File: src/rtl/core/mme_pkg.sv
`timescale 1ns / 1ps
// Shared types, constants and helpers for the matrix multiply engine.
// No dependencies; used by rtl/core/matrix_multiply_engine.sv.

package mme_pkg;

   localparam int MAX_DIM = 8;
   localparam int DIM_CAP = (MAX_DIM < 8) ? MAX_DIM : 8;
   localparam int DEPTH   = MAX_DIM * MAX_DIM;
   localparam int ADDR_W  = $clog2(DEPTH);

   localparam int IDX_W   = 3;
   localparam int DIM_W   = 4;
   localparam int KIND_W  = 2;
   localparam int CSR_W   = 2;
   localparam int VAL_W   = 16;
   localparam int PROD_W  = 2 * VAL_W;
   localparam int SUM_W   = 35;

   localparam logic [KIND_W-1:0] KIND_LOAD_A  = 2'd0;
   localparam logic [KIND_W-1:0] KIND_LOAD_B  = 2'd1;
   localparam logic [KIND_W-1:0] KIND_COMPUTE = 2'd2;

   localparam logic [CSR_W-1:0] CSR_A_ROWS = 2'd0;
   localparam logic [CSR_W-1:0] CSR_A_COLS = 2'd1;
   localparam logic [CSR_W-1:0] CSR_B_ROWS = 2'd2;
   localparam logic [CSR_W-1:0] CSR_B_COLS = 2'd3;

   localparam logic [DIM_W-1:0] DIM_RESET = DIM_W'(8);

   typedef logic [ADDR_W-1:0] addr_type;
   typedef logic [DIM_W-1:0]  dim_type;

   // clamp a dimension register to 1..DIM_CAP
   function automatic dim_type eff_dim(input dim_type reg_value);
      dim_type v;
      v = reg_value;
      if (v == '0) begin
         v = DIM_W'(1);
      end
      if (v > DIM_W'(DIM_CAP)) begin
         v = DIM_W'(DIM_CAP);
      end
      return v;
   endfunction

   function automatic addr_type mem_addr(input logic [IDX_W-1:0] r,
                                         input logic [IDX_W-1:0] c);
      return addr_type'(ADDR_W'(r) * ADDR_W'(MAX_DIM) + ADDR_W'(c));
   endfunction

endpackage

File: src/rtl/core/matrix_multiply_engine.sv
`timescale 1ns / 1ps
// Matrix multiply engine top level: element stores, multiply-accumulate walk
// and result register. Depends on rtl/core/mme_pkg.sv.
//
// Usage:
//   req channel (valid/ready) carries load-A, load-B and compute transactions.
//   A load writes one 16-bit signed element into the A or B store in the cycle
//   it is accepted; loads outside the configured dimensions are dropped.
//   A compute walks the product row-major and returns one rsp transaction per
//   entry, last set on the final one; with A columns != B rows it returns a
//   single transaction with dim_error and last set.
//   csr port writes a_rows, a_cols, b_rows, b_cols (index 0..3); the user must
//   write these only while idle, as the block itself does not enforce it.
// Throughput: loads, one per cycle while idle. A compute walks the inner
//   dimension ac for each product entry through the single read port of each
//   store, which fetches one A and one B element per cycle into a two-stage
//   multiply and accumulate, then drains and emits the entry before the next.
//   A mismatch result skips the walk. req_ready is low for the whole compute walk.
// Reset: dimensions return to 8, stores keep their contents (undefined until
//   written), no transaction is pending.
// Stall: a finished entry waits in the rsp register; the walk holds until
//   rsp_ready frees it.

module matrix_multiply_engine (
   input  logic                              clock,
   input  logic                              reset,
   input  logic                              req_valid,
   output logic                              req_ready,
   input  logic [mme_pkg::KIND_W-1:0]        req_kind,
   input  logic [mme_pkg::IDX_W-1:0]         req_row,
   input  logic [mme_pkg::IDX_W-1:0]         req_col,
   input  logic signed [mme_pkg::VAL_W-1:0]  req_value,
   output logic                              rsp_valid,
   input  logic                              rsp_ready,
   output logic [mme_pkg::IDX_W-1:0]         rsp_out_row,
   output logic [mme_pkg::IDX_W-1:0]         rsp_out_col,
   output logic signed [mme_pkg::SUM_W-1:0]  rsp_sum,
   output logic                              rsp_last,
   output logic                              rsp_dim_error,
   input  logic                              csr_we,
   input  logic [mme_pkg::CSR_W-1:0]         csr_index,
   input  logic [mme_pkg::DIM_W-1:0]         csr_wdata
);

   typedef enum logic [1:0] {ST_IDLE, ST_RUN, ST_DRAIN, ST_EMIT} state_type;

   state_type                        state_ff;
   mme_pkg::dim_type                 a_rows_ff, a_cols_ff, b_rows_ff, b_cols_ff;
   mme_pkg::dim_type                 ar, ac, br, bc;

   logic signed [mme_pkg::VAL_W-1:0] a_mem [mme_pkg::DEPTH];
   logic signed [mme_pkg::VAL_W-1:0] b_mem [mme_pkg::DEPTH];
   logic signed [mme_pkg::VAL_W-1:0] a_rd_ff, b_rd_ff;
   mme_pkg::addr_type                waddr, a_raddr, b_raddr;
   logic                             a_we, b_we;

   logic [mme_pkg::IDX_W-1:0]        i_ff, j_ff, k_ff;
   logic                             err_ff;
   logic                             s1_valid_ff, s1_first_ff, s1_last_ff;
   logic                             s2_valid_ff, s2_first_ff, s2_last_ff;
   logic signed [mme_pkg::PROD_W-1:0] prod_ff;
   logic signed [mme_pkg::SUM_W-1:0] acc_ff, acc_in;
   logic                             sum_ready_ff;

   logic                             rsp_valid_ff;
   logic [mme_pkg::IDX_W-1:0]        rsp_row_ff, rsp_col_ff;
   logic signed [mme_pkg::SUM_W-1:0] rsp_sum_ff;
   logic                             rsp_last_ff, rsp_err_ff;

   logic                             req_fire, slot_free, k_last, j_last, i_last;
   logic                             entry_last;

   assign ar = mme_pkg::eff_dim(a_rows_ff);
   assign ac = mme_pkg::eff_dim(a_cols_ff);
   assign br = mme_pkg::eff_dim(b_rows_ff);
   assign bc = mme_pkg::eff_dim(b_cols_ff);

   assign req_ready = (state_ff == ST_IDLE);
   assign req_fire  = req_valid && req_ready;
   assign slot_free = !rsp_valid_ff || rsp_ready;

   assign k_last     = (mme_pkg::DIM_W'(k_ff) + mme_pkg::DIM_W'(1)) == ac;
   assign j_last     = (mme_pkg::DIM_W'(j_ff) + mme_pkg::DIM_W'(1)) == bc;
   assign i_last     = (mme_pkg::DIM_W'(i_ff) + mme_pkg::DIM_W'(1)) == ar;
   assign entry_last = err_ff || (i_last && j_last);

   // configuration registers
   always_ff @(posedge clock) begin
      if (reset) begin
         a_rows_ff <= mme_pkg::DIM_RESET;
         a_cols_ff <= mme_pkg::DIM_RESET;
         b_rows_ff <= mme_pkg::DIM_RESET;
         b_cols_ff <= mme_pkg::DIM_RESET;
      end else if (csr_we) begin
         case (csr_index)
            mme_pkg::CSR_A_ROWS: a_rows_ff <= csr_wdata;
            mme_pkg::CSR_A_COLS: a_cols_ff <= csr_wdata;
            mme_pkg::CSR_B_ROWS: b_rows_ff <= csr_wdata;
            mme_pkg::CSR_B_COLS: b_cols_ff <= csr_wdata;
            default: begin
            end
         endcase
      end
   end

   // element stores; writes only while idle, so reads of the walk never overlap them
   assign waddr   = mme_pkg::mem_addr(req_row, req_col);
   assign a_we    = req_fire && (req_kind == mme_pkg::KIND_LOAD_A)
                    && (mme_pkg::DIM_W'(req_row) < ar) && (mme_pkg::DIM_W'(req_col) < ac);
   assign b_we    = req_fire && (req_kind == mme_pkg::KIND_LOAD_B)
                    && (mme_pkg::DIM_W'(req_row) < br) && (mme_pkg::DIM_W'(req_col) < bc);
   assign a_raddr = mme_pkg::mem_addr(i_ff, k_ff);
   assign b_raddr = mme_pkg::mem_addr(k_ff, j_ff);

   always_ff @(posedge clock) begin
      if (a_we) begin
         a_mem[waddr] <= req_value;
      end
      a_rd_ff <= a_mem[a_raddr];
   end

   always_ff @(posedge clock) begin
      if (b_we) begin
         b_mem[waddr] <= req_value;
      end
      b_rd_ff <= b_mem[b_raddr];
   end

   // multiply-accumulate pipeline
   assign acc_in = (s2_first_ff ? '0 : acc_ff)
                   + {{(mme_pkg::SUM_W - mme_pkg::PROD_W){prod_ff[mme_pkg::PROD_W-1]}},
                      prod_ff};

   always_ff @(posedge clock) begin
      if (reset) begin
         s1_valid_ff  <= 1'b0;
         s2_valid_ff  <= 1'b0;
         sum_ready_ff <= 1'b0;
      end else begin
         s1_valid_ff  <= (state_ff == ST_RUN);
         s2_valid_ff  <= s1_valid_ff;
         sum_ready_ff <= s2_valid_ff && s2_last_ff;
      end
      s1_first_ff <= (k_ff == '0);
      s1_last_ff  <= k_last;
      s2_first_ff <= s1_first_ff;
      s2_last_ff  <= s1_last_ff;
      prod_ff     <= a_rd_ff * b_rd_ff;
      if (s2_valid_ff) begin
         acc_ff <= acc_in;
      end
   end

   // walk sequencer and result register
   always_ff @(posedge clock) begin
      if (reset) begin
         state_ff     <= ST_IDLE;
         rsp_valid_ff <= 1'b0;
         err_ff       <= 1'b0;
         i_ff         <= '0;
         j_ff         <= '0;
         k_ff         <= '0;
      end else begin
         if ((state_ff == ST_EMIT) && slot_free) begin
            rsp_valid_ff <= 1'b1;
         end else if (rsp_ready) begin
            rsp_valid_ff <= 1'b0;
         end
         case (state_ff)
            ST_IDLE: begin
               if (req_fire && (req_kind == mme_pkg::KIND_COMPUTE)) begin
                  i_ff   <= '0;
                  j_ff   <= '0;
                  k_ff   <= '0;
                  err_ff <= (ac != br);
                  state_ff <= (ac != br) ? ST_EMIT : ST_RUN;
               end
            end
            ST_RUN: begin
               if (k_last) begin
                  state_ff <= ST_DRAIN;
               end else begin
                  k_ff <= k_ff + 1'b1;
               end
            end
            ST_DRAIN: begin
               if (sum_ready_ff) begin
                  state_ff <= ST_EMIT;
               end
            end
            ST_EMIT: begin
               if (slot_free) begin
                  rsp_row_ff   <= err_ff ? '0 : i_ff;
                  rsp_col_ff   <= err_ff ? '0 : j_ff;
                  rsp_sum_ff   <= err_ff ? '0 : acc_ff;
                  rsp_last_ff  <= entry_last;
                  rsp_err_ff   <= err_ff;
                  k_ff         <= '0;
                  if (entry_last) begin
                     state_ff <= ST_IDLE;
                  end else begin
                     state_ff <= ST_RUN;
                     if (j_last) begin
                        j_ff <= '0;
                        i_ff <= i_ff + 1'b1;
                     end else begin
                        j_ff <= j_ff + 1'b1;
                     end
                  end
               end
            end
            default: state_ff <= ST_IDLE;
         endcase
      end
   end

   assign rsp_valid     = rsp_valid_ff;
   assign rsp_out_row   = rsp_row_ff;
   assign rsp_out_col   = rsp_col_ff;
   assign rsp_sum       = rsp_sum_ff;
   assign rsp_last      = rsp_last_ff;
   assign rsp_dim_error = rsp_err_ff;

   // no multiply in flight while new transactions are taken
   a_idle_pipe_empty: assert property (@(posedge clock) disable iff (reset)
      (state_ff == ST_IDLE) |-> (!s1_valid_ff && !s2_valid_ff && !sum_ready_ff))
      else $error("pipeline busy while idle");

   // a finished sum only shows up while waiting for it
   a_sum_in_drain: assert property (@(posedge clock) disable iff (reset)
      sum_ready_ff |-> (state_ff == ST_DRAIN))
      else $error("sum ready outside drain");

   // a mismatch result is alone and empty
   a_err_result: assert property (@(posedge clock) disable iff (reset)
      (rsp_valid_ff && rsp_err_ff) |-> (rsp_last_ff && (rsp_sum_ff == '0)))
      else $error("malformed dimension error result");

   // a new result is loaded only when the previous one has left
   a_no_overwrite: assert property (@(posedge clock) disable iff (reset)
      (state_ff == ST_EMIT && rsp_valid_ff && !rsp_ready) |=> (state_ff == ST_EMIT))
      else $error("result register overwritten");

endmodule

File: config.mk
export PLATFORM = sky130hd
export DESIGN_NAME = matrix_multiply_engine
export DESIGN_NICKNAME = d
export VERILOG_FILES = /design/src/rtl/core/mme_pkg.sv /design/src/rtl/core/matrix_multiply_engine.sv
export SDC_FILE = /design/constraint.sdc
export NUM_CORES = 2
export LEC_CHECK = 0
export BUFFER_PORTS_ARGS = -buffer_cell sky130_fd_sc_hd__buf_2
export CAP_MARGIN = 10
export CORE_ASPECT_RATIO = 2
export CORE_UTILIZATION = 50
export CTS_CLUSTER_DIAMETER = 40
export CTS_CLUSTER_SIZE = 10
export DETAILED_ROUTE_END_ITERATION = 16
export GPL_ROUTABILITY_DRIVEN = 0
export MAX_ROUTING_LAYER = met4
export PLACE_DENSITY = 0.68
export SKIP_LAST_GASP = 1
export SYNTH_ARGS = -nofsm -noshare
export SYNTH_HDL_FRONTEND = slang
export SYNTH_SLANG_ARGS = --single-unit
File: constraint.sdc
create_clock -name clock -period 5.8 [get_ports clock]
set_clock_uncertainty 0.05 [all_clocks]
set_input_delay 1.16 -clock clock [delete_from_list [all_inputs] [get_ports clock]]
set_output_delay 1.16 -clock clock [all_outputs]
set_load 0.005 [all_outputs]
==> impl_metrics.prom <==
# TYPE chip_impl_metric gauge
chip_impl_info{name="status",value="finished, violations left"} 1
chip_impl_info{name="failing_checks",value="negative setup slack"} 1
chip_impl_metric{name="power_density",unit="nW/um^2"} 654.2
chip_impl_metric{name="data_arrival_at_the_endpoint_of_the_critical_path",unit="ns"} 6.61
chip_impl_metric{name="fin_crit_sh",unit="%"} 101.8
chip_impl_metric{name="synth_top_cell_area_share",unit="%"} 66.14
chip_impl_metric{name="yosys.cell_types.count",unit=""} 69
chip_impl_metric{name="worst_setup_hold_path_clk_slew",unit="ns"} 0.05
chip_impl_metric{name="postSynthRegisterBits",unit=""} 2226
chip_impl_metric{name="die_height",unit="microns"} 623.4
chip_impl_metric{name="ctsLongestPathBuffers",unit=""} 4
chip_impl_metric{name="core_area",unit="sq um"} 191400
chip_impl_metric{name="initial_core_util",unit="%"} 50.42
chip_impl_info{name="crit_path_start_kind",value="flip-flop"} 1
chip_impl_metric{name="max_slew_violation_count",unit=""} 0
chip_impl_metric{name="setup_slack",unit="ns"} -0.1020
chip_impl_metric{name="cts_num_sinks",unit=""} 2226
chip_impl_metric{name="grt_overflow_total",unit=""} 0
chip_impl_metric{name="async_reset_ff_share",unit="%"} 0
chip_impl_info{name="crit_chain",value="buf_4 > and2_4 > fa_1 > inv_2 > fa_2 > fa_1 > inv_2 > fa_1 > fa_1 > inv_1 > fa_1 > inv_2 > ha_4 > a22o_1 > or4_4 > o22a_1 > o21a_2 > a221o_1 > a21o_1 > a21oi_2 > xnor2_1"} 1
chip_impl_metric{name="ys_warn_count",unit=""} 0
chip_impl_metric{name="drt-initial-drc-count",unit=""} 3977
chip_impl_metric{name="power.share.clock",unit="%"} 20.8
chip_impl_metric{name="postSynthCellCount",unit=""} 5532
chip_impl_info{name="synth.top_cells.by_area",value="edfxtp_1, mux4_2, fa_1"} 1
chip_impl_metric{name="net-switching-power",unit="uW"} 25830
chip_impl_metric{name="dr_total_vias",unit=""} 51631
chip_impl_metric{name="timing.slew.headroom",unit="%"} 18.44
chip_impl_metric{name="max-cap-violations",unit=""} 0
chip_impl_info{name="cts_tree",value="built"} 1
chip_impl_metric{name="comb_power_share",unit="%"} 53.3
chip_impl_metric{name="synth_enable_flop_cells",unit=""} 2126
chip_impl_info{name="worst-setup-path-type",value="reg -> reg"} 1
chip_impl_metric{name="initial_antenna_violation_count",unit=""} 16
chip_impl_metric{name="power.static_leakage",unit="uW"} 0.03621
chip_impl_metric{name="post_synth_instance_area",unit="sq um"} 96520
chip_impl_metric{name="critical-path-max-stage-delay",unit="ns"} 0.53
chip_impl_metric{name="final_net_count",unit=""} 6410
chip_impl_metric{name="whs",unit="ns"} 0.2814
chip_impl_metric{name="design_power_total",unit="uW"} 71910
chip_impl_metric{name="postLayoutCellArea",unit="sq um"} 109900
chip_impl_metric{name="die_area",unit="sq um"} 194900
chip_impl_info{name="maxUsedRoutingLayer",value="met4"} 1
chip_impl_metric{name="grt_usage",unit="%"} 26.50
chip_impl_info{name="crit_path_frequent_cell",value="fa_1"} 1
chip_impl_info{name="timing.critical_path.to_type",value="flip-flop"} 1
chip_impl_info{name="grt_setup_unrepaired",value="yes"} 1
chip_impl_metric{name="pin_count",unit=""} 80
chip_impl_metric{name="route.layer.met1.wl",unit="microns"} 78360
chip_impl_metric{name="final-hold-violation-count",unit=""} 0
chip_impl_metric{name="max_slew.worst_pin.slew",unit="ns"} 1.216
chip_impl_metric{name="cts_max_level",unit=""} 5
chip_impl_metric{name="place.port_buffers",unit=""} 79
chip_impl_info{name="clk_root_buffer_cell",value="clkbuf_16"} 1
chip_impl_metric{name="totalWireLength",unit="microns"} 248700
chip_impl_metric{name="holdBufCountCts",unit=""} 0
chip_impl_metric{name="synth-seq-area-share",unit="%"} 68.21
chip_impl_info{name="highest_count_cells_in_the_layout_ignoring_fill_and_taps",value="edfxtp_1, mux2i_1, mux4_2"} 1
chip_impl_metric{name="fmax",unit="MHz"} 169.4
chip_impl_metric{name="vias_in_the_first_global_route",unit=""} 55388
chip_impl_metric{name="switching_share",unit="%"} 35.92
chip_impl_metric{name="final_antenna_net_count",unit=""} 0
chip_impl_metric{name="routed_length_on_met3",unit="microns"} 11710
chip_impl_metric{name="firstDrtPassIters",unit=""} 6
chip_impl_metric{name="met2_length",unit="microns"} 138500
chip_impl_metric{name="power_report.internal_total",unit="uW"} 46070
chip_impl_metric{name="cp.required",unit="ns"} 6.51
chip_impl_metric{name="cts_made_buffers",unit=""} 273
chip_impl_metric{name="place.detailed.hpwl",unit="microns"} 168800
chip_impl_metric{name="rows",unit=""} 227
chip_impl_info{name="critical-path-slowest-cell",value="fa_1"} 1
chip_impl_metric{name="area.growth.synth_to_final",unit="%"} 13.87
chip_impl_metric{name="average_routed_wire_per_standard_cell",unit="microns"} 28.93
chip_impl_metric{name="vdd_ir_drop_max",unit="mV"} 1.514
chip_impl_metric{name="drt_drc_violations_left",unit=""} 0
chip_impl_metric{name="route.detailed.vias_per_inst",unit=""} 6.007
chip_impl_metric{name="first_pass_grt_wire_length",unit="microns"} 362900
chip_impl_metric{name="syn-mean-instance-area",unit="sq um"} 17.45
chip_impl_metric{name="grt_max_degree",unit=""} 121
chip_impl_metric{name="timing.critical_path.fanout_max",unit=""} 4
chip_impl_metric{name="post-route-min-period",unit="ns"} 5.902
chip_impl_info{name="worstHoldPathType",value="reg -> reg"} 1
chip_impl_metric{name="seqPwrFrac",unit="%"} 25.8
chip_impl_info{name="synth_area_leader_cell",value="edfxtp_1"} 1
chip_impl_info{name="final_common_cell",value="edfxtp_1"} 1
chip_impl_metric{name="chipWidth",unit="microns"} 312.7
chip_impl_metric{name="fraction_of_final_layout_cells_sized_beyond_drive_strength_1",unit="%"} 20.97
chip_impl_info{name="synth_flop_cell",value="edfxtp_1"} 1
chip_impl_metric{name="area_after_dpl",unit="sq um"} 101700
chip_impl_metric{name="insertion_delay",unit="ns"} 0.81
chip_impl_metric{name="setup_violations",unit=""} 5
chip_impl_metric{name="number_of_nets_in_the_synthesized_netlist",unit=""} 5963
## registers in the layout, indices dropped and copies added, names as in the netlist, 2 cells and up
register and count:
a_cols_ff 4, a_mem 1024, a_rd_ff 16, a_rows_ff 4
acc_ff 35, b_cols_ff 4, b_mem 1024, b_rd_ff 16
b_rows_ff 4, i_ff 3, j_ff 3, k_ff 3
prod_ff 32, rsp_out_col 3, rsp_out_row 3, rsp_sum 35
state_ff 2
## per-stage QoR
step           setup WS, ns  TNS, ns  instances  utilization (%)
5_1_grt             -0.2596   -1.231       8591            57.41
4_1_cts             -0.1780  -0.7199       8569            57.17
2_1_floorplan      0.002456        0       5532                -
3_3_place_gp        -0.4822   -2.626       8209            53.15
3_5_place_dp        -0.4923   -2.692       8209            53.15
6_report            -0.1020  -0.2213       8595            57.42
## synth_stat cells (100+ instances only)
master and n:
inv_1 308, o221ai_1 160, edfxtp_1 2126, clkbuf_1 153
dfxtp_1 100, nor2_1 274, a21oi_1 165, and2_1 124
mux2i_1 409, fa_1 263, ha_1 133, nand2_1 263
mux4_2 376
## logic make-up (layout without fill, tap and decap cells)
kind of cell | Yosys count | after routing | share of synthesized area (%)
buffers and inverters | 578 | 1107 | 2.430
xor gates and xnor gates | 70 | 70 | 0.6352
AOI/OAI and AO/OA | 614 | 614 | 4.335
other | 0 | 15 | 0
DFF | 2226 | 2226 | 68.21
and+or+nand+nor | 863 | 863 | 4.192
adders and majority gates | 396 | 396 | 7.179
muxes | 785 | 785 | 13.01
## final cells by class
type                            instances  area [sq um]
Fill cell                           14285         81520
Clock inverter                         24         234.0
Inverter                              308          1156
Clock buffer                          333          7322
Antenna cell                           15         37.54
Multi-Input combinational cell       2728         28710
Tap cell                             2519          3152
Sequential cell                      2226         65940
Timing Repair Buffer                  442          3363
## critical path, delay by kind of cell, from the launching register on
| family | cells | cell delay, ns |
|---|---|---|
| AOI/OAI and AO/OA | 6 | 1.27 |
| xor gates and xnor gates | 1 | 0.12 |
| adders and majority gates | 7 | 3.15 |
| buffers and inverters | 5 | 0.31 |
| DFF | 1 | 0.36 |
| and+or+nand+nor | 2 | 0.58 |
## power by group through the flow
stage	registers (uW)	logic, uW	clock network [uW]
floorplan	18800	22300	0
global placement	18900	33300	0
detailed placement	18900	34200	0
CTS	18600	36000	15200
global route	18600	42400	15700
finish	18600	38400	15000
## metal layers
layer	up-vias	track usage (%)
met5	-	-
met4	0	18.22
met3	708	3.119
met2	1808	48.76
met1	26939	25.54
li1	22176	-
## worst paths after layout
check	startpoint	to	slack [ns]	cells after the start
max	a_rd_ff[9]$_DFF_P_	prod_ff[22]$_DFF_P_	-0.10	21
min	s1_last_ff$_DFF_P_	s2_last_ff$_DFF_P_	0.28	0
max reg2reg	a_rd_ff[9]$_DFF_P_	prod_ff[22]$_DFF_P_	-0.10	21
min reg2reg	s1_last_ff$_DFF_P_	s2_last_ff$_DFF_P_	0.28	0
## timing repair
action,4_1_cts,5_1_grt
pin swaps,20,46
gates resized for setup,38,115
setup buffers,3,13
setup endpoints to repair,14,13
No activity file was read; power rests on OpenSTA's default activity.
